==> src/design/sole_pkg.sv <==
package sole_pkg;

    // Field widths
    localparam int ACC_W    = 16;
    localparam int WGT_W    = 16;
    localparam int CLAMP_W  = 15;
    localparam int QUANT_W  = 15;
    localparam int SCALE_W  = 16;
    localparam int BIAS_W   = 16;
    localparam int SUM_W    = 32;
    localparam int EVAL_W   = 32;

    // Shared multiplier operand and product widths
    localparam int MA_W     = 34;
    localparam int MB_W     = 17;
    localparam int PROD_W   = MA_W + MB_W;

    // Shared divider widths
    localparam int DVD_W    = 49;
    localparam int DSR_W    = 30;
    localparam int DCNT_W   = 6;

    // Configuration port
    localparam int CFG_IDX_W  = 2;
    localparam int CFG_DATA_W = 16;

    localparam logic [CFG_IDX_W-1:0] CFG_IDX_CLAMP_LIMIT  = 2'd0;
    localparam logic [CFG_IDX_W-1:0] CFG_IDX_OUTPUT_QUANT = 2'd1;
    localparam logic [CFG_IDX_W-1:0] CFG_IDX_EVAL_SCALE   = 2'd2;
    localparam logic [CFG_IDX_W-1:0] CFG_IDX_OUTPUT_BIAS  = 2'd3;

    localparam logic [CLAMP_W-1:0]        RST_CLAMP_LIMIT  = 15'd255;
    localparam logic [QUANT_W-1:0]        RST_OUTPUT_QUANT = 15'd64;
    localparam logic [SCALE_W-1:0]        RST_EVAL_SCALE   = 16'd400;
    localparam logic signed [BIAS_W-1:0]  RST_OUTPUT_BIAS  = 16'sd0;

    localparam logic signed [EVAL_W-1:0] EVAL_MAX = 32'sh7FFF_FFFF;
    localparam logic signed [EVAL_W-1:0] EVAL_MIN = 32'sh8000_0000;

    typedef struct packed {
        logic               start;
        logic [DVD_W-1:0]   dividend;
        logic [DSR_W-1:0]   divisor;
    } t_div_req;

    typedef struct packed {
        logic               busy;
        logic               done;
        logic [DVD_W-1:0]   quotient;
    } t_div_rsp;

endpackage

==> src/design/sole_ifs.sv <==
interface sole_in_if;
    import sole_pkg::*;

    logic                     valid;
    logic                     ready;
    logic signed [ACC_W-1:0]  wht_accum;
    logic signed [ACC_W-1:0]  blk_accum;
    logic signed [WGT_W-1:0]  own_weight;
    logic signed [WGT_W-1:0]  other_weight;
    logic                     white_moves;
    logic                     last_neuron;

    modport source (
        output valid, wht_accum, blk_accum, own_weight, other_weight,
               white_moves, last_neuron,
        input  ready
    );
    modport sink (
        input  valid, wht_accum, blk_accum, own_weight, other_weight,
               white_moves, last_neuron,
        output ready
    );
endinterface

interface sole_out_if;
    import sole_pkg::*;

    logic                      valid;
    logic                      ready;
    logic signed [EVAL_W-1:0]  evaluation;

    modport source (output valid, evaluation, input ready);
    modport sink (input valid, evaluation, output ready);
endinterface

interface sole_cfg_if;
    import sole_pkg::*;

    logic                   valid;
    logic                   ready;
    logic [CFG_IDX_W-1:0]   index;
    logic [CFG_DATA_W-1:0]  data;

    modport source (output valid, index, data, input ready);
    modport sink (input valid, index, data, output ready);
endinterface

==> src/design/screlu_output_layer_eval_core.sv <==
// SCReLU output layer evaluator, fed one hidden neuron per transfer.
//
// Input channel: each transfer carries both perspective accumulators of one
// neuron, its two output weights, the side-to-move flag and a last-neuron
// mark. The block is ready only while its sequencer is idle. A neuron that is
// not the last one occupies the block during four passes through the single
// shared 34x17 multiplier and one accumulate step. The last neuron then also
// runs the finishing sequence, which holds two passes of the bit-serial
// divider, each keeping the sequencer waiting until its quotient is done; a
// zero clamp limit or output quantisation factor skips both divisions and gives
// an evaluation of zero.
// Output channel: one transfer per last neuron carrying the evaluation. The
// result sits in an output register, so the next neuron is accepted while the
// result waits; if the receiver stalls and a second result is ready, the
// sequencer holds that result until the output register is free.
// Configuration channel: always ready; writes are expected only while idle.
// Reset (synchronous, active low) restores the default register values, clears
// the running sum and empties the output register.
module screlu_output_layer_eval_core (
    input  logic        i_clk,
    input  logic        i_rst_n,
    sole_in_if.sink     i_in,
    sole_cfg_if.sink    i_cfg,
    sole_out_if.source  o_out
);
    import sole_pkg::*;

    typedef enum logic [3:0] {
        S_IDLE,
        S_T0_MUL1,
        S_T0_MUL2,
        S_T1_MUL1,
        S_T1_MUL2,
        S_ACC,
        S_DIV1,
        S_DIV1_WAIT,
        S_BIAS,
        S_SCALE,
        S_QUANT,
        S_DIV2,
        S_DIV2_WAIT,
        S_EMIT
    } t_state;

    t_state                       r_state;

    // Configuration registers.
    logic [CLAMP_W-1:0]           r_clamp_limit;
    logic [QUANT_W-1:0]           r_output_quant;
    logic [SCALE_W-1:0]           r_eval_scale;
    logic signed [BIAS_W-1:0]     r_output_bias;

    // Per-neuron operands, already put in side-to-move order and clamped.
    logic [CLAMP_W-1:0]           r_c0;
    logic [CLAMP_W-1:0]           r_c1;
    logic signed [WGT_W-1:0]      r_w0;
    logic signed [WGT_W-1:0]      r_w1;
    logic                         r_last;

    logic [SUM_W-1:0]             r_sum;
    logic signed [PROD_W-1:0]     r_prod;
    logic signed [MA_W-1:0]       r_q;
    logic [DVD_W-1:0]             r_num_mag;
    logic                         r_neg;
    logic signed [EVAL_W-1:0]     r_res;

    logic                         r_out_valid;
    logic signed [EVAL_W-1:0]     r_eval;

    logic signed [ACC_W-1:0]      stm_acc;
    logic signed [ACC_W-1:0]      opp_acc;
    logic [CLAMP_W-1:0]           mover_clip;
    logic [CLAMP_W-1:0]           opp_clip;

    logic signed [MA_W-1:0]       mul_a;
    logic signed [MB_W-1:0]       mul_b;
    logic signed [PROD_W-1:0]     mul_p;

    logic [SUM_W:0]               sum_mag;
    logic [MA_W-1:0]              q1_mag;
    logic [DVD_W-1:0]             prod_mag;
    logic                         div_by_zero;
    logic                         in_xfer;

    t_div_req                     div_req;
    t_div_rsp                     div_rsp;

    function automatic logic [CLAMP_W-1:0] clamp_act(
        input logic signed [ACC_W-1:0] acc,
        input logic [CLAMP_W-1:0]      limit
    );
        logic [CLAMP_W-1:0] res;
        if (acc[ACC_W-1]) begin
            res = '0;
        end else if (acc[CLAMP_W-1:0] > limit) begin
            res = limit;
        end else begin
            res = acc[CLAMP_W-1:0];
        end
        return res;
    endfunction

    assign in_xfer    = i_in.valid && i_in.ready;
    assign i_in.ready = (r_state == S_IDLE);
    assign i_cfg.ready = 1'b1;

    // Perspective ordering: the side to move is paired with own_weight.
    assign stm_acc    = i_in.white_moves ? i_in.wht_accum : i_in.blk_accum;
    assign opp_acc    = i_in.white_moves ? i_in.blk_accum : i_in.wht_accum;
    assign mover_clip = clamp_act(stm_acc, r_clamp_limit);
    assign opp_clip   = clamp_act(opp_acc, r_clamp_limit);

    // Operand selection for the one shared multiplier. Every product is
    // registered in r_prod before anything else uses it.
    always_comb begin
        mul_a = '0;
        mul_b = '0;
        case (r_state)
            S_T0_MUL1: begin
                mul_a = MA_W'(r_w0);
                mul_b = {2'b00, r_c0};
            end
            S_T0_MUL2: begin
                // The weight product is wrapped to 16 signed bits first.
                mul_a = MA_W'($signed(r_prod[WGT_W-1:0]));
                mul_b = {2'b00, r_c0};
            end
            S_T1_MUL1: begin
                mul_a = MA_W'(r_w1);
                mul_b = {2'b00, r_c1};
            end
            S_T1_MUL2: begin
                mul_a = MA_W'($signed(r_prod[WGT_W-1:0]));
                mul_b = {2'b00, r_c1};
            end
            S_SCALE: begin
                mul_a = r_q;
                mul_b = {1'b0, r_eval_scale};
            end
            S_QUANT: begin
                mul_a = {{(MA_W-CLAMP_W){1'b0}}, r_clamp_limit};
                mul_b = {2'b00, r_output_quant};
            end
            default: begin
                mul_a = '0;
                mul_b = '0;
            end
        endcase
    end

    assign mul_p = PROD_W'(mul_a) * PROD_W'(mul_b);

    // Magnitudes handed to the unsigned divider; signs are tracked in r_neg.
    assign sum_mag  = r_sum[SUM_W-1] ? ((SUM_W+1)'(0) - {1'b1, r_sum}) : {1'b0, r_sum};
    assign q1_mag   = {1'b0, div_rsp.quotient[MA_W-2:0]};
    assign prod_mag = r_prod[PROD_W-1] ? DVD_W'(-r_prod) : DVD_W'(r_prod);

    assign div_by_zero = (r_clamp_limit == '0) || (r_output_quant == '0);

    always_comb begin
        div_req = '0;
        case (r_state)
            S_DIV1: begin
                div_req.start    = !div_by_zero;
                div_req.dividend = DVD_W'(sum_mag);
                div_req.divisor  = {{(DSR_W-CLAMP_W){1'b0}}, r_clamp_limit};
            end
            S_DIV2: begin
                div_req.start    = 1'b1;
                div_req.dividend = r_num_mag;
                div_req.divisor  = r_prod[DSR_W-1:0];
            end
            default: begin
                div_req = '0;
            end
        endcase
    end

    sole_div u_div (
        .i_clk   (i_clk),
        .i_rst_n (i_rst_n),
        .i_req   (div_req),
        .o_rsp   (div_rsp)
    );

    always_ff @(posedge i_clk) begin
        if (!i_rst_n) begin
            r_state        <= S_IDLE;
            r_clamp_limit  <= RST_CLAMP_LIMIT;
            r_output_quant <= RST_OUTPUT_QUANT;
            r_eval_scale   <= RST_EVAL_SCALE;
            r_output_bias  <= RST_OUTPUT_BIAS;
            r_sum          <= '0;
            r_out_valid    <= 1'b0;
        end else begin
            if (i_cfg.valid) begin
                case (i_cfg.index)
                    CFG_IDX_CLAMP_LIMIT:  r_clamp_limit  <= i_cfg.data[CLAMP_W-1:0];
                    CFG_IDX_OUTPUT_QUANT: r_output_quant <= i_cfg.data[QUANT_W-1:0];
                    CFG_IDX_EVAL_SCALE:   r_eval_scale   <= i_cfg.data[SCALE_W-1:0];
                    CFG_IDX_OUTPUT_BIAS:  r_output_bias  <= $signed(i_cfg.data[BIAS_W-1:0]);
                    default: begin
                    end
                endcase
            end

            // A new result fills the output register as soon as it is empty
            // or its current transfer completes in this cycle.
            if (r_state == S_EMIT && (!r_out_valid || o_out.ready)) begin
                r_out_valid <= 1'b1;
            end else if (o_out.ready) begin
                r_out_valid <= 1'b0;
            end

            case (r_state)
                S_IDLE: begin
                    if (in_xfer) begin
                        r_c0    <= mover_clip;
                        r_c1    <= opp_clip;
                        r_w0    <= i_in.own_weight;
                        r_w1    <= i_in.other_weight;
                        r_last  <= i_in.last_neuron;
                        r_state <= S_T0_MUL1;
                    end
                end
                S_T0_MUL1: begin
                    r_prod  <= mul_p;
                    r_state <= S_T0_MUL2;
                end
                S_T0_MUL2: begin
                    r_prod  <= mul_p;
                    r_state <= S_T1_MUL1;
                end
                S_T1_MUL1: begin
                    // The side-to-move term joins the sum as the next
                    // product starts.
                    r_sum   <= r_sum + r_prod[SUM_W-1:0];
                    r_prod  <= mul_p;
                    r_state <= S_T1_MUL2;
                end
                S_T1_MUL2: begin
                    r_prod  <= mul_p;
                    r_state <= S_ACC;
                end
                S_ACC: begin
                    r_sum   <= r_sum + r_prod[SUM_W-1:0];
                    r_state <= r_last ? S_DIV1 : S_IDLE;
                end
                S_DIV1: begin
                    // The divider latches the magnitude at this same edge, so the sum can
                    // be cleared here for the next position.
                    r_sum <= '0;
                    r_neg <= r_sum[SUM_W-1];
                    if (div_by_zero) begin
                        r_res   <= '0;
                        r_state <= S_EMIT;
                    end else begin
                        r_state <= S_DIV1_WAIT;
                    end
                end
                S_DIV1_WAIT: begin
                    if (div_rsp.done) begin
                        r_q     <= r_neg ? $signed(MA_W'(0) - q1_mag) : $signed(q1_mag);
                        r_state <= S_BIAS;
                    end
                end
                S_BIAS: begin
                    r_q     <= r_q + MA_W'(r_output_bias);
                    r_state <= S_SCALE;
                end
                S_SCALE: begin
                    r_prod  <= mul_p;
                    r_state <= S_QUANT;
                end
                S_QUANT: begin
                    // The scaled numerator moves out of r_prod as the final
                    // divisor is formed in it.
                    r_neg     <= r_prod[PROD_W-1];
                    r_num_mag <= prod_mag;
                    r_prod    <= mul_p;
                    r_state   <= S_DIV2;
                end
                S_DIV2: begin
                    r_state <= S_DIV2_WAIT;
                end
                S_DIV2_WAIT: begin
                    if (div_rsp.done) begin
                        // Saturate the quotient to the signed 32-bit range.
                        if (r_neg) begin
                            if (div_rsp.quotient > DVD_W'(33'h0_8000_0000)) begin
                                r_res <= EVAL_MIN;
                            end else begin
                                r_res <= $signed(EVAL_W'(0) - div_rsp.quotient[EVAL_W-1:0]);
                            end
                        end else begin
                            if (div_rsp.quotient > DVD_W'(32'h7FFF_FFFF)) begin
                                r_res <= EVAL_MAX;
                            end else begin
                                r_res <= $signed(div_rsp.quotient[EVAL_W-1:0]);
                            end
                        end
                        r_state <= S_EMIT;
                    end
                end
                S_EMIT: begin
                    if (!r_out_valid || o_out.ready) begin
                        r_eval  <= r_res;
                        r_state <= S_IDLE;
                    end
                end
                default: begin
                    r_state <= S_IDLE;
                end
            endcase
        end
    end

    assign o_out.valid      = r_out_valid;
    assign o_out.evaluation = r_eval;

`ifndef NO_ASSERTIONS
    // The divider is never restarted while a division is still running.
    a_div_start_idle: assert property (@(posedge i_clk) disable iff (!i_rst_n)
        div_req.start |-> !div_rsp.busy)
        else $error("divider started while busy");

    // A division result only ever arrives while the sequencer waits for it.
    a_div_done_wait: assert property (@(posedge i_clk) disable iff (!i_rst_n)
        div_rsp.done |-> (r_state == S_DIV1_WAIT || r_state == S_DIV2_WAIT))
        else $error("division finished outside a wait state");

    // A neuron without the last mark never starts the finishing sequence.
    a_not_last_idle: assert property (@(posedge i_clk) disable iff (!i_rst_n)
        (r_state == S_ACC && !r_last) |=> (r_state == S_IDLE))
        else $error("finishing sequence entered for a non-final neuron");

    // The running sum is already cleared by the time a result is emitted.
    a_sum_cleared: assert property (@(posedge i_clk) disable iff (!i_rst_n)
        (r_state == S_EMIT) |-> (r_sum == '0))
        else $error("running sum not cleared before result");
`endif

endmodule

==> src/design/sole_div.sv <==
module sole_div (
    input  logic                i_clk,
    input  logic                i_rst_n,
    input  sole_pkg::t_div_req  i_req,
    output sole_pkg::t_div_rsp  o_rsp
);
    import sole_pkg::*;

    logic                 r_busy;
    logic                 r_done;
    logic [DCNT_W-1:0]    r_cnt;
    logic [DVD_W-1:0]     r_dvd;
    logic [DSR_W-1:0]     r_rem;
    logic [DSR_W-1:0]     r_dsr;

    logic [DSR_W:0]       rem_sh;
    logic [DSR_W+1:0]     trial;
    logic                 q_bit;

    // Restoring division, one quotient bit per cycle. The dividend shifts
    // out at the top while quotient bits enter at the bottom.
    assign rem_sh = {r_rem, r_dvd[DVD_W-1]};
    assign trial  = {1'b0, rem_sh} - {2'b00, r_dsr};
    assign q_bit  = ~trial[DSR_W+1];

    always_ff @(posedge i_clk) begin
        if (!i_rst_n) begin
            r_busy <= 1'b0;
            r_done <= 1'b0;
            r_cnt  <= '0;
        end else begin
            r_done <= 1'b0;
            if (i_req.start) begin
                r_busy <= 1'b1;
                r_cnt  <= '0;
                r_dvd  <= i_req.dividend;
                r_dsr  <= i_req.divisor;
                r_rem  <= '0;
            end else if (r_busy) begin
                r_dvd <= {r_dvd[DVD_W-2:0], q_bit};
                r_rem <= q_bit ? trial[DSR_W-1:0] : rem_sh[DSR_W-1:0];
                r_cnt <= r_cnt + 1'b1;
                if (r_cnt == DCNT_W'(DVD_W - 1)) begin
                    r_busy <= 1'b0;
                    r_done <= 1'b1;
                end
            end
        end
    end

    assign o_rsp.busy     = r_busy;
    assign o_rsp.done     = r_done;
    assign o_rsp.quotient = r_dvd;

endmodule

==> src/flat_wrapper.sv <==
// flat-port wrapper written by rule: the top's interface ports become plain ports
module screlu_output_layer_eval_core_flat import sole_pkg::*;
  (i_clk, i_rst_n, i_in_valid, i_in_wht_accum, i_in_blk_accum, i_in_own_weight, i_in_other_weight, i_in_white_moves, i_in_last_neuron, i_in_ready, i_cfg_valid, i_cfg_index, i_cfg_data, i_cfg_ready, o_out_valid, o_out_evaluation, o_out_ready);
  sole_in_if i_in_i ();
  sole_cfg_if i_cfg_i ();
  sole_out_if o_out_i ();
  input  logic i_clk;
  input  logic i_rst_n;
  input wire logic [$bits(i_in_i.valid)-1:0] i_in_valid;
  input wire logic [$bits(i_in_i.wht_accum)-1:0] i_in_wht_accum;
  input wire logic [$bits(i_in_i.blk_accum)-1:0] i_in_blk_accum;
  input wire logic [$bits(i_in_i.own_weight)-1:0] i_in_own_weight;
  input wire logic [$bits(i_in_i.other_weight)-1:0] i_in_other_weight;
  input wire logic [$bits(i_in_i.white_moves)-1:0] i_in_white_moves;
  input wire logic [$bits(i_in_i.last_neuron)-1:0] i_in_last_neuron;
  output wire logic [$bits(i_in_i.ready)-1:0] i_in_ready;
  input wire logic [$bits(i_cfg_i.valid)-1:0] i_cfg_valid;
  input wire logic [$bits(i_cfg_i.index)-1:0] i_cfg_index;
  input wire logic [$bits(i_cfg_i.data)-1:0] i_cfg_data;
  output wire logic [$bits(i_cfg_i.ready)-1:0] i_cfg_ready;
  output wire logic [$bits(o_out_i.valid)-1:0] o_out_valid;
  output wire logic [$bits(o_out_i.evaluation)-1:0] o_out_evaluation;
  input wire logic [$bits(o_out_i.ready)-1:0] o_out_ready;
  assign i_in_i.valid = i_in_valid;
  assign i_in_i.wht_accum = i_in_wht_accum;
  assign i_in_i.blk_accum = i_in_blk_accum;
  assign i_in_i.own_weight = i_in_own_weight;
  assign i_in_i.other_weight = i_in_other_weight;
  assign i_in_i.white_moves = i_in_white_moves;
  assign i_in_i.last_neuron = i_in_last_neuron;
  assign i_in_ready = i_in_i.ready;
  assign i_cfg_i.valid = i_cfg_valid;
  assign i_cfg_i.index = i_cfg_index;
  assign i_cfg_i.data = i_cfg_data;
  assign i_cfg_ready = i_cfg_i.ready;
  assign o_out_valid = o_out_i.valid;
  assign o_out_evaluation = o_out_i.evaluation;
  assign o_out_i.ready = o_out_ready;
  screlu_output_layer_eval_core u_core (.i_clk(i_clk), .i_rst_n(i_rst_n), .i_in(i_in_i), .i_cfg(i_cfg_i), .o_out(o_out_i));
endmodule
==> config.mk <==
export PLATFORM = sky130hd
export DESIGN_NAME = screlu_output_layer_eval_core_flat
export DESIGN_NICKNAME = d
export VERILOG_FILES = /design/src/design/sole_pkg.sv /design/src/design/sole_ifs.sv /design/src/design/screlu_output_layer_eval_core.sv /design/src/design/sole_div.sv /design/src/flat_wrapper.sv
export SDC_FILE = /design/constraint.sdc
export NUM_CORES = 2
export LEC_CHECK = 0
export ABC_AREA = 1
export BUFFER_PORTS_ARGS = -buffer_cell sky130_fd_sc_hd__buf_2
export CAP_MARGIN = 15
export CORE_ASPECT_RATIO = 1.25
export CORE_MARGIN = 4
export CORE_UTILIZATION = 24
export CTS_BUF_LIST = sky130_fd_sc_hd__clkbuf_4
export DETAILED_ROUTE_END_ITERATION = 8
export PLACE_DENSITY = 0.46
export SLEW_MARGIN = 20
export SYNTH_ARGS = -nofsm -noshare
export SYNTH_HDL_FRONTEND = slang
export SYNTH_SLANG_ARGS = --single-unit
==> constraint.sdc <==
create_clock -name i_clk -period 7.4 [get_ports i_clk]
set_clock_uncertainty 0.1 [all_clocks]
set_input_delay 1.48 -clock i_clk [delete_from_list [all_inputs] [get_ports i_clk]]
set_output_delay 1.48 -clock i_clk [all_outputs]
set_load 0.01 [all_outputs]
### After elaboration in Yosys (flattened, before gate mapping)

Cells that the tools add are included.

| storage, ports and cells | value |
|---|---|
| bits in registers | 478 |
| input bits | 89 |
| logic and storage cells | 136 |
| output and inout bits | 35 |

| cells by class | value |
|---|---|
| bitwise logic cells | 3 |
| add/sub/neg operators | 8 |
| muxes and demuxes | 37 |
| reduce and logical (&&, ||, !) cells | 37 |
| $mul | 1 |
| equal/unequal tests | 22 |
| $lt $le $gt $ge | 4 |

Operators by type and width:

| cell | number |
|---|---|
| 34-bit one-hot mux with 5 select lines | 1 |
| 32-bit two-way mux | 5 |
| 80-bit one-hot mux with 2 select lines | 1 |
| 49-bit two-way mux | 3 |
| 32-bit one-hot mux with 2 select lines | 2 |
| 34-bit two-way mux | 2 |
| 34-bit one-hot mux with 2 select lines | 1 |
| 16-bit one-hot mux with 4 select lines | 1 |
| 30-bit two-way mux | 2 |
| 4-bit one-hot mux with 14 select lines | 1 |
| 34-bit by 17-bit multiplier with 51-bit output | 1 |
| 49-bit by 31-bit greater-than comparator with 1-bit output, second input constant | 1 |
| 49-bit by 32-bit greater-than comparator with 1-bit output, second input constant | 1 |
| 49-bit negation | 1 |
| 34-bit by 16-bit adder with 34-bit output | 1 |
| 1-bit by 33-bit subtractor with 34-bit output, first input constant | 1 |
| 33-bit two-way mux | 1 |
| 1-bit by 33-bit subtractor with 33-bit output, first input constant | 1 |
| 32-bit adder | 1 |
| 16-bit two-way mux | 2 |
| 1-bit by 32-bit subtractor with 32-bit output, first input constant | 1 |
| 31-bit by 30-bit subtractor with 32-bit output | 1 |
| 15-bit greater-than comparator | 2 |
| 15-bit logical NOT | 2 |
| 28 further kinds | 76 |

### Logic depth before layout (Yosys ltp)

| depth | value |
|---|---|
| depth after elaboration | 6 |
| depth in mapped cells | 35 |
| depth with buffers taken out | 35 |

### By module

From an unflattened synthesis, not the netlist that was laid out.

| second synthesis, totals | value |
|---|---|
| cells, all modules | 7027 |
| area total of the unflattened synthesis | 51692.1 um^2 |

Modules (own cells, without submodules):

| module | cells each | area an instance (um^2) | instances | sequential area each (um^2) |
|---|---|---|---|---|
| screlu_output_layer_eval_core | 6078 | 44511.4 | 1 | 9819.4 |
| sole_div | 949 | 7180.6 | 1 | 3433.3 |

### Least setup slack after synthesis

No wires, ideal clock.

| timing path | value |
|---|---|
| kind | reg2reg |
| start | reg u_core.r_state[2] |
| end | reg u_core.r_prod[47] (data pin) |
| required time | 7.047 ns |
| library setup time | 0.253 ns |
| slack | 0.656 ns |
| clock period less this slack | 6.744 ns |
| arrival | 6.392 ns |
| stages on the path, launching flop included | 29 |
| cells stage by stage | dfxtp_1 > nand2_4 > nor2_2 > a21oi_4 > o211a_1 > buf_6 > nand2_4 > inv_2 > buf_4 > nor2_2 > inv_1 > fa_1 > inv_1 > fa_1 > fa_1 > fa_1 > inv_1 > fa_1 > fa_1 > inv_1 > ha_1 > inv_1 > nor3_1 > and2_1 > nand2_1 > nor3_1 > nand2_1 > nand4_1 > nand2_1 |

| on the way | value |
|---|---|
| cells in the longest elaborated chain, start to end | 4 |

RTL lines:

| item | RTL line | RTL |
|---|---|---|
| start: declaration | screlu_output_layer_eval_core.sv:45 | `t_state r_state;` |
| start signal: assignment | screlu_output_layer_eval_core.sv:247 | `r_state <= r_last ? S_DIV1 : S_IDLE;` |
| 4-bit by 2-bit == test with 1-bit output, or another cell as far along | screlu_output_layer_eval_core.sv:118 | `case (r_state)` |
| 2-bit OR reduction (no source line) | - |  |
| 34-bit one-hot mux with 5 select lines / 16-bit one-hot mux with 4 select lines (equally long branches) | screlu_output_layer_eval_core.sv:118 |  |
| 34-bit by 17-bit multiplier with 51-bit output (*) | screlu_output_layer_eval_core.sv:151 | `assign mul_p = PROD_W'(mul_a) * PROD_W'(mul_b);` |
| net u_core.mul_p[47] | screlu_output_layer_eval_core.sv:77 | `logic signed [PROD_W-1:0] mul_p;` |
| end signal: assignment | screlu_output_layer_eval_core.sv:227 | `r_prod <= mul_p;` |
| end signal: assignment | screlu_output_layer_eval_core.sv:231 | `r_prod <= mul_p;` |
| end signal: assignment | screlu_output_layer_eval_core.sv:238 | `r_prod <= mul_p;` |
| end: declaration | screlu_output_layer_eval_core.sv:61 | `logic signed [PROD_W-1:0] r_prod;` |

The timed path passes the listed nets; every way through them passes the cells marked *.
A chain may end at the register's enable or synchronous reset.

### Worst setup path in the final report

| timing path | value |
|---|---|
| start | reg u_core.r_state[1] |
| end | reg u_core.r_prod[44] (data pin) |

Same word-level chain as after synthesis.

==> results.txt <==
* Status: completed
* Number of buffers inserted during clock tree synthesis: 141
- Arr. time, crit path: 7960 ps
- R2R cell count: 28
- The worst hold path terminates at u_core.o_out.evaluation[22].
* Detailed Route WL: 207000 um
* Standard cell area after detailed placement: 0.0570 mm^2
* Average wire per cell in the routed design: 20.6 um
- After floorplanning, the core was sized to cover 0.210 mm^2.
- Number of enable-type register cells in the synthesized netlist: 370
* Areal power density over the cells: 315 mW/mm^2
- Buffers from clock root to sink, at most: 3
- The smallest clock period supported by the final layout is computed as 7190 ps.
- The congestion estimate from routability-driven global placement came to 0.947.
* Remaining DRCs: 0
- The floorplan step set the die width to 419 um.
* Hold crit path type: reg2reg
* Post-route fraction of the period consumed by the critical path: 97.2%
- Summed over all layers, the global routing overflow is 0.
* Initial antenna violation count: 6
- Across the VDD grid, the largest voltage drop is 261 uV.
- Mapped cell area: 0.0508 mm^2
- Number of core rows: 188
- CP peak stage delay: 600 ps
- Entering global routing, the biggest net connects 58 pins.
- The share of the Yosys chip area taken by registers is 26.1%.
* Fraction of registers with async set/reset: 0%
* Via count of the routed design: 45645
- Biggest fanout along the worst timing path: 15
- Yosys reg bits: 477
* Post-Syn Area per Cell: 7.56 um^2
- The count of endpoints failing hold in the final timing report is 0.
- The die is 522 um tall.
* CTS tree: built
* Critical path startpoint category: register
* Hold Path Depth: 0
- The clock reaches the later pin of the worst-skew pair after 1140 ps.
- Synth unique cells: 56
- Rel. slew slack: 18.4%
- Max-cap violations in this run came to 0.
- Share of final-layout standard cells stronger than drive strength 1: 12.5%
- Synthesized instance count: 6713
* GRT Resource Usage Total: 18.8%
- The endpoint identified for the worst register-to-register timing path is u_core.r_prod[44].
- Number of H-tree levels: 4
* DRT iter0 DRCs: 2796
- Kind of critical path: reg2reg
- Hold-fix buffers, CTS: 0
- In this run the count of I/O pins placed on the die edge is 124.
- Antenna-violating nets left: 0
- The first detailed-routing pass took 6 iterations.
* Element type at the critical path end: register
- Via-per-instance ratio: 4.55
- Register-to-register setup slack: 210 ps
- Setup repair after global routing could not meet its margin everywhere.
* Top flip-flop cell by instance count after synthesis: sky130_fd_sc_hd__edfxtp_1
* Die area: 0.219 mm^2
- Commonest non-fill, non-tap cell in the layout: sky130_fd_sc_hd__nand2_1
- Count of buffers inserted at the top-level ports: 122
* Summed negative setup slack over all endpoints: 0 ps
* Layout net count: 8008
* CTS Root Buffer Type: sky130_fd_sc_hd__clkbuf_4
* Highest-count cells in the layout ignoring fill and taps: sky130_fd_sc_hd__nand2_1, sky130_fd_sc_hd__inv_1, sky130_fd_sc_hd__nor2_1, sky130_fd_sc_hd__fa_1, sky130_fd_sc_hd__edfxtp_1
* Slowest-stage cell, CP: sky130_fd_sc_hd__fa_1
- Via count of the first global-routing pass: 48469
- For this run, the number of Yosys warnings is 0.
- The worst register-to-register path begins at u_core.r_state[1].
* Layout overhead on the synthesized area: 17.0%
- Leakage power total: 28.5 nW
- Worst slew pin tran: 1210 ps
- Global-route wire length before repair: 307000 um
- The startpoint identified for the worst hold timing path is u_core.r_res[22].
- Post-route standard cell area excluding fillers: 0.0594 mm^2
- Detailed placement finished with a half-perimeter wire length of 173000 um.
- Data on the critical path is required at its endpoint by 8170 ps.
- Clock slew seen by the registers of the worst setup and hold paths: 70 ps
* Total count of max-transition violations in the final report: 0
- Highest clock rate: 139 MHz
* Clk sink count: 477
* Power consumption: 0.0187 W
- Synth Net Count: 7573
- Setup violations remaining at the end of the flow were counted as 0.
- The initial utilization of the core area, before any placement, comes to 24.1%.
-- state kept, by name, summed over array words and instances (netlist names), 30 cells and up --
name / cells
u_core.u_div.r_dvd: 49
u_core.r_prod: 50
u_core.r_sum: 32
u_core.u_div.r_rem: 30
u_core.o_out.evaluation: 32
u_core.r_res: 32
u_core.r_num_mag: 49
u_core.r_q: 34
u_core.u_div.r_dsr: 30
-- cells in the mapped netlist, types with 12 or more instances --
| library cell | count | area [um^2] |
|---|---|---|
| sky130_fd_sc_hd__clkbuf_1 | 75 | 282 |
| sky130_fd_sc_hd__inv_2 | 37 | 139 |
| sky130_fd_sc_hd__nand2_4 | 15 | 169 |
| sky130_fd_sc_hd__a211oi_2 | 13 | 163 |
| sky130_fd_sc_hd__dfxtp_1 | 107 | 2140 |
| sky130_fd_sc_hd__o21bai_1 | 23 | 173 |
| sky130_fd_sc_hd__ha_1 | 251 | 3140 |
| sky130_fd_sc_hd__buf_2 | 80 | 400 |
| sky130_fd_sc_hd__inv_1 | 1301 | 4880 |
| sky130_fd_sc_hd__xor2_1 | 84 | 736 |
| sky130_fd_sc_hd__o211ai_1 | 32 | 240 |
| sky130_fd_sc_hd__nand2_2 | 15 | 93.8 |
| sky130_fd_sc_hd__o22ai_1 | 30 | 188 |
| sky130_fd_sc_hd__buf_4 | 17 | 128 |
| sky130_fd_sc_hd__xnor2_1 | 35 | 307 |
| sky130_fd_sc_hd__nand3b_1 | 22 | 165 |
| sky130_fd_sc_hd__nand3_1 | 290 | 1450 |
| sky130_fd_sc_hd__a21oi_1 | 353 | 1770 |
| sky130_fd_sc_hd__o21ai_0 | 277 | 1390 |
| sky130_fd_sc_hd__fa_1 | 520 | 10400 |
| sky130_fd_sc_hd__nor2_1 | 609 | 2290 |
| sky130_fd_sc_hd__a21boi_0 | 12 | 90.1 |
| sky130_fd_sc_hd__edfxtp_1 | 370 | 11100 |
| sky130_fd_sc_hd__nand2_1 | 1856 | 6970 |
| sky130_fd_sc_hd__nor3_1 | 57 | 285 |
| sky130_fd_sc_hd__nand4_1 | 83 | 519 |
-- how the worst max path moves through the flow --
stage,from,end,slack (ps),cells after the start
2_1_floorplan,u_core.r_state[2],u_core.r_prod[47],660,28
3_3_place_gp,u_core.r_state[3],u_core.r_prod[44],-220,29
3_5_place_dp,u_core.r_state[2],u_core.r_prod[42],-190,28
4_1_cts,u_core.r_state[1],u_core.r_prod[42],10,31
5_1_grt,u_core.r_state[3],u_core.r_prod[42],-10,28
6_report,u_core.r_state[1],u_core.r_prod[44],210,28
-- timing repair --
action,in CTS,in global routing
pin swaps,2,10
endpoints found under the setup margin,15,37
resized for setup,14,109
cloned,0,1
endpoints found under the hold margin,0,0
buffers inserted,6,7
-- worst max-delay path: cells and delay by family (launching register included) --
| family | cells | cell delay, ps |
|---|---|---|
| and+or+nand+nor | 9 | 1100 |
| AOI/OAI and AO/OA | 3 | 760 |
| adders and majority gates | 7 | 3400 |
| buffers and inverters | 9 | 1180 |
| DFF | 1 | 380 |
-- report_power, final --
group          switching (W)  leakage [nW]  internal, W
clock                0.00132          1.06      0.00134
sequential          0.000399          4.30      0.00339
combinational        0.00750          23.2      0.00474
-- layout make-up --
class                      instances  area (um^2)
multi-input combinational       4699        32000
fill                           23239       151000
timing repair buffer             487         3880
clock buffer                     196         1470
sequential                       477        13300
antenna                           11         27.5
clock inverter                    54          342
tap                             2755         3450
inverter                        1342         5050
-- metal layers --
layer	global-route usage [%]	vias up	share of wire, %
met3	2.40	408	4.1
met1	21.0	22145	38
li1	-	21887	-
met2	33.6	1205	50
met4	12.1	0	7.1
met5	0	-	0
-- through the flow --
stage               instances  utilization, %  setup WS [ps]  hold WS, ps
floorplan                6713               -            656          300
global placement         9746            27.1           -223          307
detailed placement       9746            27.1           -194          305
CTS                     10002            28.0           14.1          266
global route            10018            28.3          -11.9          290
finish                  10021            28.3            208          311
-- kinds of logic after synthesis --
family	Yosys count	synth area share (%)
fa+ha+maj	771	26.7
simple gates	2994	24.2
flops	477	26.1
compound gates	814	9.12
xor+xnor	119	2.05
buf+inv	1537	11.9
other cells	1	0.00738
No activity file was read; power rests on OpenSTA's default activity.
